File: config.mk
export PLATFORM = sky130hd
export DESIGN_NAME = gfm_cell
export DESIGN_NICKNAME = d
export VERILOG_FILES = /design/src/sv/gfm_pkg.sv /design/src/sv/gfm_cell.sv
export SDC_FILE = /design/constraint.sdc
export NUM_CORES = 1
export LEC_CHECK = 0
export BUFFER_PORTS_ARGS = -buffer_cell sky130_fd_sc_hd__buf_2
export CAP_MARGIN = 5
export CELL_PAD_IN_SITES_DETAIL_PLACEMENT = 1
export CELL_PAD_IN_SITES_GLOBAL_PLACEMENT = 2
export CORE_AREA = 2 2 298 300
export DETAILED_ROUTE_END_ITERATION = 12
export DIE_AREA = 0 0 300 302
export PLACE_DENSITY = 0.69
export SYNTH_ARGS = -nofsm -noshare
export SYNTH_HDL_FRONTEND = slang
export SYNTH_SLANG_ARGS = --single-unit
File: constraint.sdc
create_clock -name clk -period 53.1 [get_ports clk]
set_clock_uncertainty 0.05 [all_clocks]
set_input_delay 13.275 -clock clk [delete_from_list [all_inputs] [get_ports clk]]
set_output_delay 13.275 -clock clk [all_outputs]
set_load 0.02 [all_outputs]
File: src/sv/gfm_pkg.sv
// ============================================================================
// gfm_pkg
// Shared widths, the reduction byte and the pipeline stage type for the
// GF(2^128) block multiplier.
// ============================================================================
package gfm_pkg;

  localparam int GFM_BLOCK_BYTES = 16;
  localparam int GFM_BLOCK_BITS  = GFM_BLOCK_BYTES * 8;
  localparam int GFM_HALF_W      = GFM_BLOCK_BITS / 2;

  // Default number of operand bits that one cell consumes
  localparam int GFM_STEPS_PER_CELL = 4;

  // Top byte of the reduction polynomial R = 0xE1 || 0^120
  localparam logic [7:0] GFM_REDUCE_TOP = 8'hE1;

  // One stage of the multiply chain: running product, shifted multiplicand,
  // and the operand bits still to be consumed (next bit at the MSB)
  typedef struct packed {
    logic                      valid;
    logic [GFM_BLOCK_BITS-1:0] z;
    logic [GFM_BLOCK_BITS-1:0] v;
    logic [GFM_BLOCK_BITS-1:0] x;
  } gfm_stage_t;

endpackage

File: src/sv/gfm_cell.sv
// ============================================================================
// gfm_cell
// One cell of the multiply chain: consumes STEPS operand bits, folds the
// multiplicand into the running product and registers the result.
// ============================================================================
module gfm_cell #(
  parameter int STEPS = gfm_pkg::GFM_STEPS_PER_CELL
) (
  input  logic               clk,
  input  logic               rst,
  input  logic               en,
  input  gfm_pkg::gfm_stage_t prev,
  output gfm_pkg::gfm_stage_t stage
);
  import gfm_pkg::*;

  gfm_stage_t stage_next;

  // Walk the cell's operand bits, MSB first
  always_comb begin
    logic [GFM_BLOCK_BITS-1:0] z;
    logic [GFM_BLOCK_BITS-1:0] v;
    logic [GFM_BLOCK_BITS-1:0] x;
    logic                      carry;
    z = prev.z;
    v = prev.v;
    x = prev.x;
    for (int i = 0; i < STEPS; i++) begin
      if (x[GFM_BLOCK_BITS-1]) begin
        z = z ^ v;
      end
      carry = v[0];
      v = v >> 1;
      if (carry) begin
        v[GFM_BLOCK_BITS-1 -: 8] = v[GFM_BLOCK_BITS-1 -: 8] ^ GFM_REDUCE_TOP;
      end
      x = x << 1;
    end
    stage_next.valid = prev.valid;
    stage_next.z     = z;
    stage_next.v     = v;
    stage_next.x     = x;
  end

  // Advance the stage; reset drops the valid flag
  always_ff @(posedge clk) begin
    if (rst) begin
      stage.valid <= 1'b0;
    end else if (en) begin
      stage <= stage_next;
    end
  end

endmodule

Word-level counts from Yosys, hierarchy flattened:

Cells that the tools add are included.

* add/subtract/negate cells: 0
* multipliers: 0
* div/mod/pow operators: 0
* magnitude comparators: 0
* equality and inequality tests: 0
* shift-type cells: 0
* mux-type cells: 8
* bitwise logic cells: 9
* reduce and logical (&&, ||, !) cells: 1

Operators by type and width (count)
* 128-bit 2-to-1 mux: 4
* 128-bit bitwise XOR: 4
* 8-bit 2-to-1 mux: 3
* 3-bit NOT with 4-bit output: 4
* 7-bit 2-to-1 mux: 1
* 2-bit AND reduction: 1
* 1-bit NOT: 1

* register bits: 381
* bits in latches: 0
* RAM bits: 0
* bits in read-only memories: 0
* input port bits: 388
* output and inout port bits: 385
* logic and storage cells: 23
* memories kept: 0

Logic depth before layout (Yosys ltp):

* depth in word-level cells: 8
* gate-level depth with buffers: 7
* mapped depth without buffers: 4

Worst setup path after synthesis:

No wires, ideal clock.

* kind: input to register
* start point: input port rst
* end point: register stage[100] (netlist name), enable pin
* library setup time: 1.182 ns
* data arrival time: 30.056 ns
* required time: 51.868 ns
* path slack: 21.812 ns
* stages: 1
* buffers on the path: 0
* path through: nor2b_1

* longest elaborated chain between the ends: 2

Ends and longest elaborated chain
* start, declared: line gfm_cell.sv:10 `input logic rst,`
* 1-bit NOT (no line)
* 2-bit AND reduction (no line)
* end signal, assigned: line gfm_cell.sv:50 `stage <= stage_next;`
* end, declared: line gfm_cell.sv:13 `output gfm_pkg::gfm_stage_t stage`

No other way between the ends.
A chain may end at the register's enable or synchronous reset.

Final worst setup path:

* start point: input port en
* end point: register stage[356] (netlist name), enable pin

* longest elaborated chain between the ends: 1

Ends and longest elaborated chain
* start, declared: line gfm_cell.sv:11 `input logic en,`
* 2-bit AND reduction (no line)

No other way between the ends.

==> run_results.csv <==
group,metric,value,unit
outcome,status,"finished clean",
grt,grt_start_max_net_pins,81,
synthesis,post_synth.cell_area_avg,12.3,um^2
layout,area_growth,36.1,%
route,vias,13700,
pwr,cellPowerDensity,34.9,mW/mm^2
placed_design,placed_cell_area,0.0235,mm^2
hold_path,worstHoldPathType,"reg -> reg",
worst_setup_path,crit_path_start,"en",
timing,max_slew_margin,0.310,
synthesis,synth_seq_area_share,0.622,
timing,worst_pin_slew,1.04,ns
synthesis,ys_top_cells_by_area,"edfxtp_1, xnor2_1, xor2_1, nand2_1, buf_2",
worst_setup_path,reg2reg_to,"stage[384]",
placed_design,dpl.hpwl,50700,um
route,drcViolationCount,0,
synthesis,ys_ff_latch,381,
grt,gr-total-overflow,0,
pwr,cellLeakagePower,0.00996,uW
timing,rsz0062_at_grt,"false",
cts,clkTransAtPathRegs,0.06,ns
worst_setup_path,worstPathMaxFanout,80,
layout,largest-register,"stage",
route,first_pass_iters,4,
worst_setup_path,r2r_start,"stage[384]",
cts,cts_root_buffer,"clkbuf_16",
layout,largest_register_ffs,381,
synthesis,synth.lib_cells_used.distinct,22,
cts,tritoncts.num_buffers,46,
worst_setup_path,endpoint_kind,"register",
layout,post-route-cell-area,0.0250,mm^2
placed_design,port-buffer-count,768,
die,floorplan_die_width,300,um
die,fp.dieH,302,um
cts,post-cts-setup-buffers,0,
timing,setup_tns,0,ns
cts,clk_path_buf_depth,3,
layout,layout.nets,2641,
timing,finalCritPeriodShare,0.314,
pwr,worst_vdd_rail_ir_drop,0.0000227,V
cts,hold_buffers,0,
timing,postLayoutSetupSlackWorst,36.41,ns
worst_setup_path,r2r_cells,2,
timing,layout_min_cycle_time,16.69,ns
route,vias_per_cell,3.96,
die,design.portCount,773,
die,placementRows,109,
synthesis,netlist_instances,1491,
synthesis,synth_warnings,0,
cts,h-tree-depth,2,
placed_design,finalWeightedCongestion,0.860,
synthesis,mappedNetlistArea,0.0184,mm^2
cts,cts.sinks,381,
route,routed_wirelength,66200,um
job,maxCapViolations,0,
grt,grt_antenna_before_repair,16,
grt,gr-usage-all-layers,0.140,
placed_design,place_ws,35.81,ns
worst_setup_path,worstSetupPathType,"in -> reg",
worst_setup_path,setup.reg_to_reg.worst_slack,52.44,ns
worst_setup_path,critPathLaunchType,"input port",
timing,achievable-frequency,0.0599,GHz
timing,hold_viol_final,0,
route,drt_iter0_drc,660,
synthesis,synth_largest_area_cell,"edfxtp_1",
route,final_antenna_net_count,0,
worst_setup_path,worst-endpoint-required,53.24,ns
cts,cts_resized,0,
timing,final_max_slew_viol_count,0,
die,dieArea,0.0906,mm^2
die,design.core.area,0.0876,mm^2
worst_setup_path,timing.critical_path.arrival,16.83,ns
synthesis,netlist.area_leader.share,0.621,
grt,grt_pass1_wl,95400,um
layout,reg.largest.list,"stage x381",
worst_setup_path,crit_path_end,"stage[356]",
layout,final.fill_count,10000,
grt,first_global_vias,14400,
die,initial_utilization,0.210,
timing,setup-violations-final,0,
layout,final_layout_size_suffix_gt1_frac,0.370,
cts,worst_skew_pair.late_latency,0.57,ns
route,detail_routed_net_length_per_standard_cell,19.1,um
cts,tritoncts_clock_tree,"built",
area by class of cell:
class / instances / area, um^2 / share of cell area
repair buffers: 778 / 3940 / 0.158
inverters: 1 / 3.75 / 0.000150
well taps: 1165 / 1460 / 0.0583
flip-flops and latches: 381 / 11400 / 0.457
clock buffers: 56 / 1190 / 0.0475
clock inverters: 28 / 354 / 0.0142
multi-input cells: 1045 / 6620 / 0.265
diodes: 7 / 17.5 / 0.000700
per-stage QoR:
step                hold WS [ns]  utilization  std cells  power (uW)
floorplan                  0.529            -       1494         493
finish                     0.485        0.286       3461         872
global placement           0.464        0.268       3370         549
CTS                        0.489        0.286       3454         889
global route               0.539        0.286       3456         912
detailed placement         0.474        0.268       3370         553
cell usage in the layout, fill, tap and decap left out, types with 2 or more instances in the layout:
| cell | synthesis | final |
|---|---|---|
| bufinv_16 | 0 | 7 |
| clkbuf_16 | 0 | 46 |
| conb_1 | 1 | 4 |
| clkbuf_1 | 7 | 10 |
| clkinvlp_4 | 0 | 3 |
| edfxtp_1 | 380 | 380 |
| diode_2 | 0 | 7 |
| clkinv_1 | 0 | 8 |
| buf_6 | 2 | 4 |
| clkinv_2 | 0 | 4 |
| xor2_1 | 253 | 253 |
| buf_4 | 6 | 10 |
| nor2_1 | 2 | 2 |
| nand2_1 | 509 | 509 |
| buf_2 | 46 | 764 |
| nand4b_1 | 2 | 2 |
| xnor2_1 | 267 | 267 |
| inv_6 | 0 | 3 |
cells in the mapped netlist, drive strengths merged:
cell	instances
conb	1
nor2b	1
xor2	253
clkbuf	7
and4b	1
dfxtp	1
nand2	509
xnor3	1
o311ai	1
edfxtp	380
nor2	2
inv	1
nand2b	1
buf	60
mux2i	1
nand4b	2
a311oi	1
xnor2	268
where the power goes:
part           total, uW  switching [uW]  internal, uW
logic                170             106          64.3
registers            373            6.77           366
clock network        329             134           195
how the worst min path moves through the flow:
stage,from,endpoint,slack (ns),cells after the start
after detailed placement,stage[384],stage[384],0.47,2
after floorplan,stage[384],stage[384],0.53,2
after global placement,stage[384],stage[384],0.46,2
final,stage[384],stage[384],0.48,2
after global routing,stage[384],stage[384],0.54,2
after CTS,stage[384],stage[384],0.49,2
cell families (layout without fill, tap and decap cells):
logic type / Yosys count / in the layout / share of synthesized area
compound gates: 2 / 2 / 0.00129
xor+xnor: 522 / 522 / 0.250
buf+inv: 68 / 863 / 0.0191
flops: 381 / 381 / 0.622
mux: 1 / 1 / 0.000545
other cells: 1 / 11 / 0.000204
simple gates: 516 / 516 / 0.107
critical path: stages:
cell	delay, ns
buf_2	0.10
nor2b_4	0.61
buf_4	0.84
buf_4	0.88
buf_4	0.88
per-layer routing:
metal	vias up	wire length (um)	track usage
met1	6726	26300	0.164
met3	94	4960	0.0409
met5	-	63	0
met2	486	33400	0.248
met4	10	1490	0.0368
li1	6393	-	-
Note: power is estimated with default switching activity, not from simulation.
