<file path="config.mk">
export PLATFORM = sky130hd
export DESIGN_NAME = gfm_out_buf_flat
export DESIGN_NICKNAME = d
export VERILOG_FILES = /design/src/sv/gfm_pkg.sv /design/src/sv/gfm_product_if.sv /design/src/sv/gfm_out_buf.sv /design/src/flat_wrapper.sv
export SDC_FILE = /design/constraint.sdc
export NUM_CORES = 1
export LEC_CHECK = 0
export ABC_AREA = 1
export BUFFER_PORTS_ARGS = -buffer_cell sky130_fd_sc_hd__buf_2
export CAP_MARGIN = 15
export CORE_AREA = 2 2 204 206
export DETAILED_ROUTE_END_ITERATION = 8
export DIE_AREA = 0 0 206 208
export PLACE_DENSITY = 0.51
export RECOVER_POWER = 50
export SYNTH_ARGS = -nofsm -noshare
export SYNTH_HDL_FRONTEND = slang
export SYNTH_SLANG_ARGS = --single-unit
</file>
<file path="constraint.sdc">
create_clock -name clk -period 15.9 [get_ports clk]
set_clock_uncertainty 0.15 [all_clocks]
set_input_delay 1.59 -clock clk [delete_from_list [all_inputs] [get_ports clk]]
set_output_delay 1.59 -clock clk [all_outputs]
set_load 0.02 [all_outputs]
</file>
<file path="src/sv/gfm_pkg.sv">
// ============================================================================
// gfm_pkg
// Shared widths, the reduction byte and the pipeline stage type for the
// GF(2^128) block multiplier.
// ============================================================================
package gfm_pkg;

  localparam int GFM_BLOCK_BYTES = 16;
  localparam int GFM_BLOCK_BITS  = GFM_BLOCK_BYTES * 8;
  localparam int GFM_HALF_W      = GFM_BLOCK_BITS / 2;

  // Default number of operand bits that one cell consumes
  localparam int GFM_STEPS_PER_CELL = 4;

  // Top byte of the reduction polynomial R = 0xE1 || 0^120
  localparam logic [7:0] GFM_REDUCE_TOP = 8'hE1;

  // One stage of the multiply chain: running product, shifted multiplicand,
  // and the operand bits still to be consumed (next bit at the MSB)
  typedef struct packed {
    logic                      valid;
    logic [GFM_BLOCK_BITS-1:0] z;
    logic [GFM_BLOCK_BITS-1:0] v;
    logic [GFM_BLOCK_BITS-1:0] x;
  } gfm_stage_t;

endpackage

</file>
<file path="src/sv/gfm_product_if.sv">
// ============================================================================
// gfm_product_if
// Valid/ready channel that carries the 128-bit product as halves.
// ============================================================================
interface gfm_product_if;

  logic                          valid;
  logic                          ready;
  logic [gfm_pkg::GFM_HALF_W-1:0] product_upper;
  logic [gfm_pkg::GFM_HALF_W-1:0] product_lower;

  modport source (output valid, product_upper, product_lower, input ready);
  modport sink   (input valid, product_upper, product_lower, output ready);

endinterface

</file>
<file path="src/sv/gfm_out_buf.sv">
// ============================================================================
// gfm_out_buf
// Output register with a skid entry: decouples the product channel from the
// chain so the chain keeps moving while one product waits, until the skid entry is full.
// ============================================================================
module gfm_out_buf (
  input  logic                clk,
  input  logic                rst,
  input  gfm_pkg::gfm_stage_t last,
  output logic                chain_en,
  gfm_product_if.source       result
);
  import gfm_pkg::*;

  logic                      out_valid;
  logic [GFM_BLOCK_BITS-1:0] out_data;
  logic                      skid_valid;
  logic [GFM_BLOCK_BITS-1:0] skid_data;
  logic                      take;
  logic                      load_out_chain;
  logic                      load_out_skid;
  logic                      load_skid;

  assign chain_en = !skid_valid;
  assign take     = out_valid && result.ready;

  // Decide where a product from the chain or the skid entry lands
  always_comb begin
    load_out_skid  = skid_valid && take;
    load_out_chain = !skid_valid && last.valid && (!out_valid || take);
    load_skid      = !skid_valid && last.valid && out_valid && !take;
  end

  // Track occupancy
  always_ff @(posedge clk) begin
    if (rst) begin
      out_valid  <= 1'b0;
      skid_valid <= 1'b0;
    end else begin
      if (load_out_skid) begin
        skid_valid <= 1'b0;
      end else if (load_skid) begin
        skid_valid <= 1'b1;
      end
      if (load_out_chain || load_out_skid) begin
        out_valid <= 1'b1;
      end else if (take) begin
        out_valid <= 1'b0;
      end
    end
  end

  // Hold payloads
  always_ff @(posedge clk) begin
    if (load_out_skid) begin
      out_data <= skid_data;
    end else if (load_out_chain) begin
      out_data <= last.z;
    end
    if (load_skid) begin
      skid_data <= last.z;
    end
  end

  assign result.valid         = out_valid;
  assign result.product_upper = out_data[GFM_BLOCK_BITS-1:GFM_HALF_W];
  assign result.product_lower = out_data[GFM_HALF_W-1:0];

endmodule

</file>
<file path="src/flat_wrapper.sv">
// flat-port wrapper written by rule: the top's interface ports become plain ports
module gfm_out_buf_flat import gfm_pkg::*;
  (clk, rst, last, chain_en, result_valid, result_product_upper, result_product_lower, result_ready);
  gfm_product_if result_i ();
  input  logic clk;
  input  logic rst;
  input  gfm_pkg::gfm_stage_t last;
  output logic chain_en;
  output wire logic [$bits(result_i.valid)-1:0] result_valid;
  output wire logic [$bits(result_i.product_upper)-1:0] result_product_upper;
  output wire logic [$bits(result_i.product_lower)-1:0] result_product_lower;
  input wire logic [$bits(result_i.ready)-1:0] result_ready;
  assign result_valid = result_i.valid;
  assign result_product_upper = result_i.product_upper;
  assign result_product_lower = result_i.product_lower;
  assign result_i.ready = result_ready;
  gfm_out_buf u_core (.clk(clk), .rst(rst), .last(last), .chain_en(chain_en), .result(result_i));
endmodule
</file>
Yosys cells after proc, flatten, opt, wreduce, memory -nomap -nowiden
Cells that the tools add are included.
{"block": "word_totals", "ff_bits": 258, "latchBits": 0, "mem_bits_rw": 0, "rom_bits": 0, "inputBits": 388, "output_inout_bits": 130, "wordCells": 22, "n_memories": 0}
{"block": "classes", "add_sub_neg": 0, "mul": 0, "n_div": 0, "order_cmp": 0, "n_eq_ne": 0, "shift": 0, "n_mux": 4, "bitwise": 0, "reduce_logical": 14}
{"operator": "$mux 128", "count": 2}
{"operator": "$logic_and 1x1->1", "count": 6}
{"operator": "$reduce_bool 2->1", "count": 2}
{"operator": "$logic_not 1->1", "count": 3}
{"operator": "$logic_or 1x1->1", "count": 2}
{"operator": "$mux 1", "count": 2}
{"operator": "$reduce_or 2->1", "count": 1}

Longest topological paths before layout
{"block": "logic_depth", "ltp_word": 5, "mapped_depth": 5, "depth_no_buf": 5}

Worst setup path after synthesis
OpenSTA, ideal clock, no wires.
{"block": "synth_timing", "path_type": "input to register", "startpoint": "input port last[384] (netlist name)", "endpoint": "register u_core.out_data[0], enable pin", "setup_time_ps": 792, "arrival_time_ps": 10613, "t_required_ps": 14958, "path_slack_ps": 4345, "stages": 2, "cell_sequence": "nand2_1 o21ai_0"}
{"block": "synth_via", "elab_chain_len": 3}
{"item": "from (decl)", "line": "flat_wrapper.sv:7", "rtl": "input gfm_pkg::gfm_stage_t last;"}
{"item": "$logic_and 1x1->1 (2 in a row)", "line": "gfm_out_buf.sv:30", "rtl": "load_out_chain = !skid_valid && last.valid && (!out_valid || take);"}
{"item": "$reduce_bool 2->1 (no line)"}
{"item": "to (signal assigned)", "line": "gfm_out_buf.sv:56", "rtl": "out_data <= skid_data;"}
{"item": "to (signal assigned)", "line": "gfm_out_buf.sv:58", "rtl": "out_data <= last.z;"}
{"item": "to (decl)", "line": "gfm_out_buf.sv:16", "rtl": "logic [GFM_BLOCK_BITS-1:0] out_data;"}
No other way between the ends.
A chain may end at the register's enable or synchronous reset.

Final worst setup path
{"block": "layout_timing", "startpoint": "input port result_ready", "endpoint": "register u_core.skid_data[78], enable pin"}
{"block": "layout_via", "elab_chain_len": 3}
{"item": "from (decl)", "line": "flat_wrapper.sv:12", "rtl": "input wire logic [$bits(result_i.ready)-1:0] result_ready;"}
{"item": "$logic_and 1x1->1", "line": "gfm_out_buf.sv:25", "rtl": "assign take = out_valid && result.ready;"}
{"item": "$logic_not 1->1", "line": "gfm_out_buf.sv:31", "rtl": "load_skid = !skid_valid && last.valid && out_valid && !take;"}
{"item": "$logic_and 1x1->1", "line": "gfm_out_buf.sv:31"}
{"item": "via u_core.load_skid", "line": "gfm_out_buf.sv:22", "rtl": "logic load_skid;"}
{"item": "to (signal assigned)", "line": "gfm_out_buf.sv:61", "rtl": "skid_data <= last.z;"}
{"item": "to (decl)", "line": "gfm_out_buf.sv:18", "rtl": "logic [GFM_BLOCK_BITS-1:0] skid_data;"}
The timed path passes the listed nets, and every way through them passes these cells.

==> run summary <==
• 4237 — Filler Cell Count
• 261 — number of I/O port buffers
• -2.035 — Max transition margin
• edfxtp_1 — most common cell after layout, fill and taps aside
• 365.4 uW — switching component of the power
• 10040 um^2 — Post-Synthesis Cell Area
• 0.2326 — switching portion of total power
• 206 um — die width
• 0.073 — fraction of power consumed by combinational cells
• 6816 ps — Min Clock Period, post-route
• done — TritonCTS clock tree
• 0.7085 — placer congestion estimate
• 6880 ps — WP data arrival
• max-capacitance violations, max-slew violations — violations in the final reports
• 5978 — vias in the first global route
• 0 ps — Fin Setup TNS
• clkbuf_16 — root buffer cell
• edfxtp_1, clkbuf_1, inv_1 — most used cells in the layout excluding fill and tap cells
• buffers and inverters — kind of cell adding the most delay to the critical path
• 4 — antenna violations before repair
• 13 — count of cell types in the netlist
• 1 — depth of the CTS H-tree
• 4 — 1st-pass router iterations
• 7727 um^2 — sequential cell area
• 31 — number of clock buffers inserted by TritonCTS
• 3 — maximum buffer depth of the clock tree
• 42850 um^2 — Die Outline Area
• 201 — max-slew violation count
• 15960 ps — CP required
• 1.206 mW — internal power
• met5 — highest metal used
• register to register — Tightest Hold Check Type
• 550 ps — worst skew pair latency
• 0.1092 — Total GRT Usage
• 1076 — nets in the synthesized netlist
• primary input — crit start category
• 14.59 um^2 — synthesized area divided by synthesized cell count
• 3 — sum of buffers and inverters on the critical path
• 10.54 mm — routed length on met1
• 4527 ps — slew at the pin with the worst max-slew slack
• 40550 um^2 — core box area
• 0 — number of buffers inserted by hold repair at cts
• 0.1467 GHz — fmax
• finished with violations — result of the run
• false — RSZ-0062 raised after global routing
• 258 — CTS sink cnt
• register — Critical Path End Type
• 0.7698 — fraction of the yosys area taken by sequential cells
• 0 — grt total ovfl
• 223 — Starting DRT DRC Count
• clkbuf_1 -> nor2_1 -> nand2_1 -> clkinvlp_2 -> buf_4 — cell chain of the critical path
• 2.832 mm — total length of routed met3 wires
• 60 ps — clock slew at reported path FFs
• 0.2475 — starting density of the core
• 0 — PostCTS Resize Cnt
• 376.9 ps — final worst hold slack
• 10.05 mm — DR WL met2
• 688 — instance count of the mapped netlist
• 5878 — total vias in the final route
• 23.76% — area overhead of the layout relative to synthesis
• 0 — Final Hold Violating Endpoints
• 163 — maximum number of pins on one net before global-route repair
• 24.05 mm — Routed Wire Length
• 0 — DRC violations left
• 15.79 mm — Post-DP HPWL
• 0.420 — clock group share of total power
• 15.85 um — average wire per standard cell
• 35.73 mm — wire length of the first global-routing pass
• 0 — Yosys warnings
• 88 — Max Fanout on Critical Path
• 518 — num ports
• 126.5 nW/um^2 — Power Dens Cells
• 1460 um^2 — area of combinational cells with multiple inputs
• 74 — standard-cell rows
• 0.507 — part of the power in registers
• 1347 — Layout Nets
• 3.875 — detail-routed via count per cell
• 258 — number of storage elements in the synthesis netlist
• 0.1984 — share of final-layout standard cells stronger than drive strength 1
• 0.4287 — fraction of the cycle the final worst path needs
• 3360 ps — peak per-stage delay on the critical path
• 0.07119 mV — largest voltage drop on the vdd net
• 4.901 nW — standby leakage power
• clkinvlp_2 — Slowest cell on crit path
• 0 — antenna-violating nets left
• primary input to register — type of the worst setup path
• 0.3063 — Layout Utilization
• 208 um — die height
• 4 — Max Cap Violations
• 0 — count of buffers added by post-CTS timing repair for setup
• 0 — number of setup violations in the final report
[layer usage]
metal / vias to the layer above / GRT usage
met2: 224 / 0.1610
met3: 38 / 0.05388
li1: 2868 / -
met4: 4 / 0.03079
met5: - / 0
met1: 2744 / 0.1412
[power groups by stage]
stage / combinational (mW) / sequential (mW) / clock (mW)
5_1_grt: 0.126 / 0.800 / 0.715
2_1_floorplan: 0.0357 / 0.850 / 0
6_report: 0.114 / 0.797 / 0.660
4_1_cts: 0.127 / 0.796 / 0.690
3_3_place_gp: 0.125 / 0.809 / 0
3_5_place_dp: 0.127 / 0.810 / 0
[registers in the layout, indices dropped and copies added, names as in the netlist]
signal,count
u_core.skid_valid,1
u_core.out_data,128
u_core.result.valid,1
u_core.skid_data,128
[cell families (layout without fill, tap and decap cells)]
| logic type | count (synthesis) | after routing | synth area share |
|---|---|---|---|
| and+or+nand+nor | 137 | 137 | 0.05272 |
| buffers and inverters | 163 | 458 | 0.07940 |
| AOI/OAI and AO/OA | 130 | 130 | 0.09809 |
| other | 0 | 2 | 0 |
| DFF | 258 | 258 | 0.7698 |
[synth_stat cells]
master | number | area (um^2)
a21oi_1 | 1 | 5.000
buf_6 | 22 | 247.7
clkbuf_1 | 4 | 15.01
clkbuf_8 | 2 | 27.53
dfxtp_1 | 2 | 40.04
edfxtp_1 | 256 | 7687
inv_1 | 135 | 506.7
nand2_1 | 133 | 499.2
nand3_1 | 1 | 5.000
nand3_4 | 1 | 17.52
nor2_1 | 2 | 7.510
o21ai_0 | 40 | 200.2
o21ai_2 | 89 | 779.5
[metrics by stage]
step | power, mW | instance area, um^2 | setup slack [ps] | instances
floorplan | 0.8855 | 10040 | 4345 | 688
global route | 1.642 | 12420 | 8510 | 1515
CTS | 1.614 | 12730 | 11620 | 1515
detailed placement | 0.9364 | 11790 | 11020 | 1458
finish | 1.571 | 12420 | 9084 | 1517
global placement | 0.9345 | 11790 | 11020 | 1458
[worst reg2reg max path: cells and delay by family (launching register included)]
family	cells	cell delay, ps
buffers and inverters	3	5030
DFF	1	340
and+or+nand+nor	2	150
[area by class of cell]
cell class / count / area share
antenna: 2 / 0.0004029
clock buffer: 37 / 0.06426
clock inverter: 20 / 0.01168
inverter: 135 / 0.04089
multi-input combinational: 267 / 0.1175
sequential: 258 / 0.6220
tap: 532 / 0.05358
timing repair buffer: 266 / 0.08964
[final timing paths]
kind                             from                   end  slack [ps]  depth (start not counted)
hold / removal      u_core.skid_valid     u_core.skid_valid         380                          2
setup reg to reg  u_core.result.valid  u_core.skid_data[78]        9890                          5
hold reg to reg     u_core.skid_valid     u_core.skid_valid         380                          2
setup / recovery         result_ready  u_core.skid_data[78]        9080                          5
(Power assumes the default switching activity.)
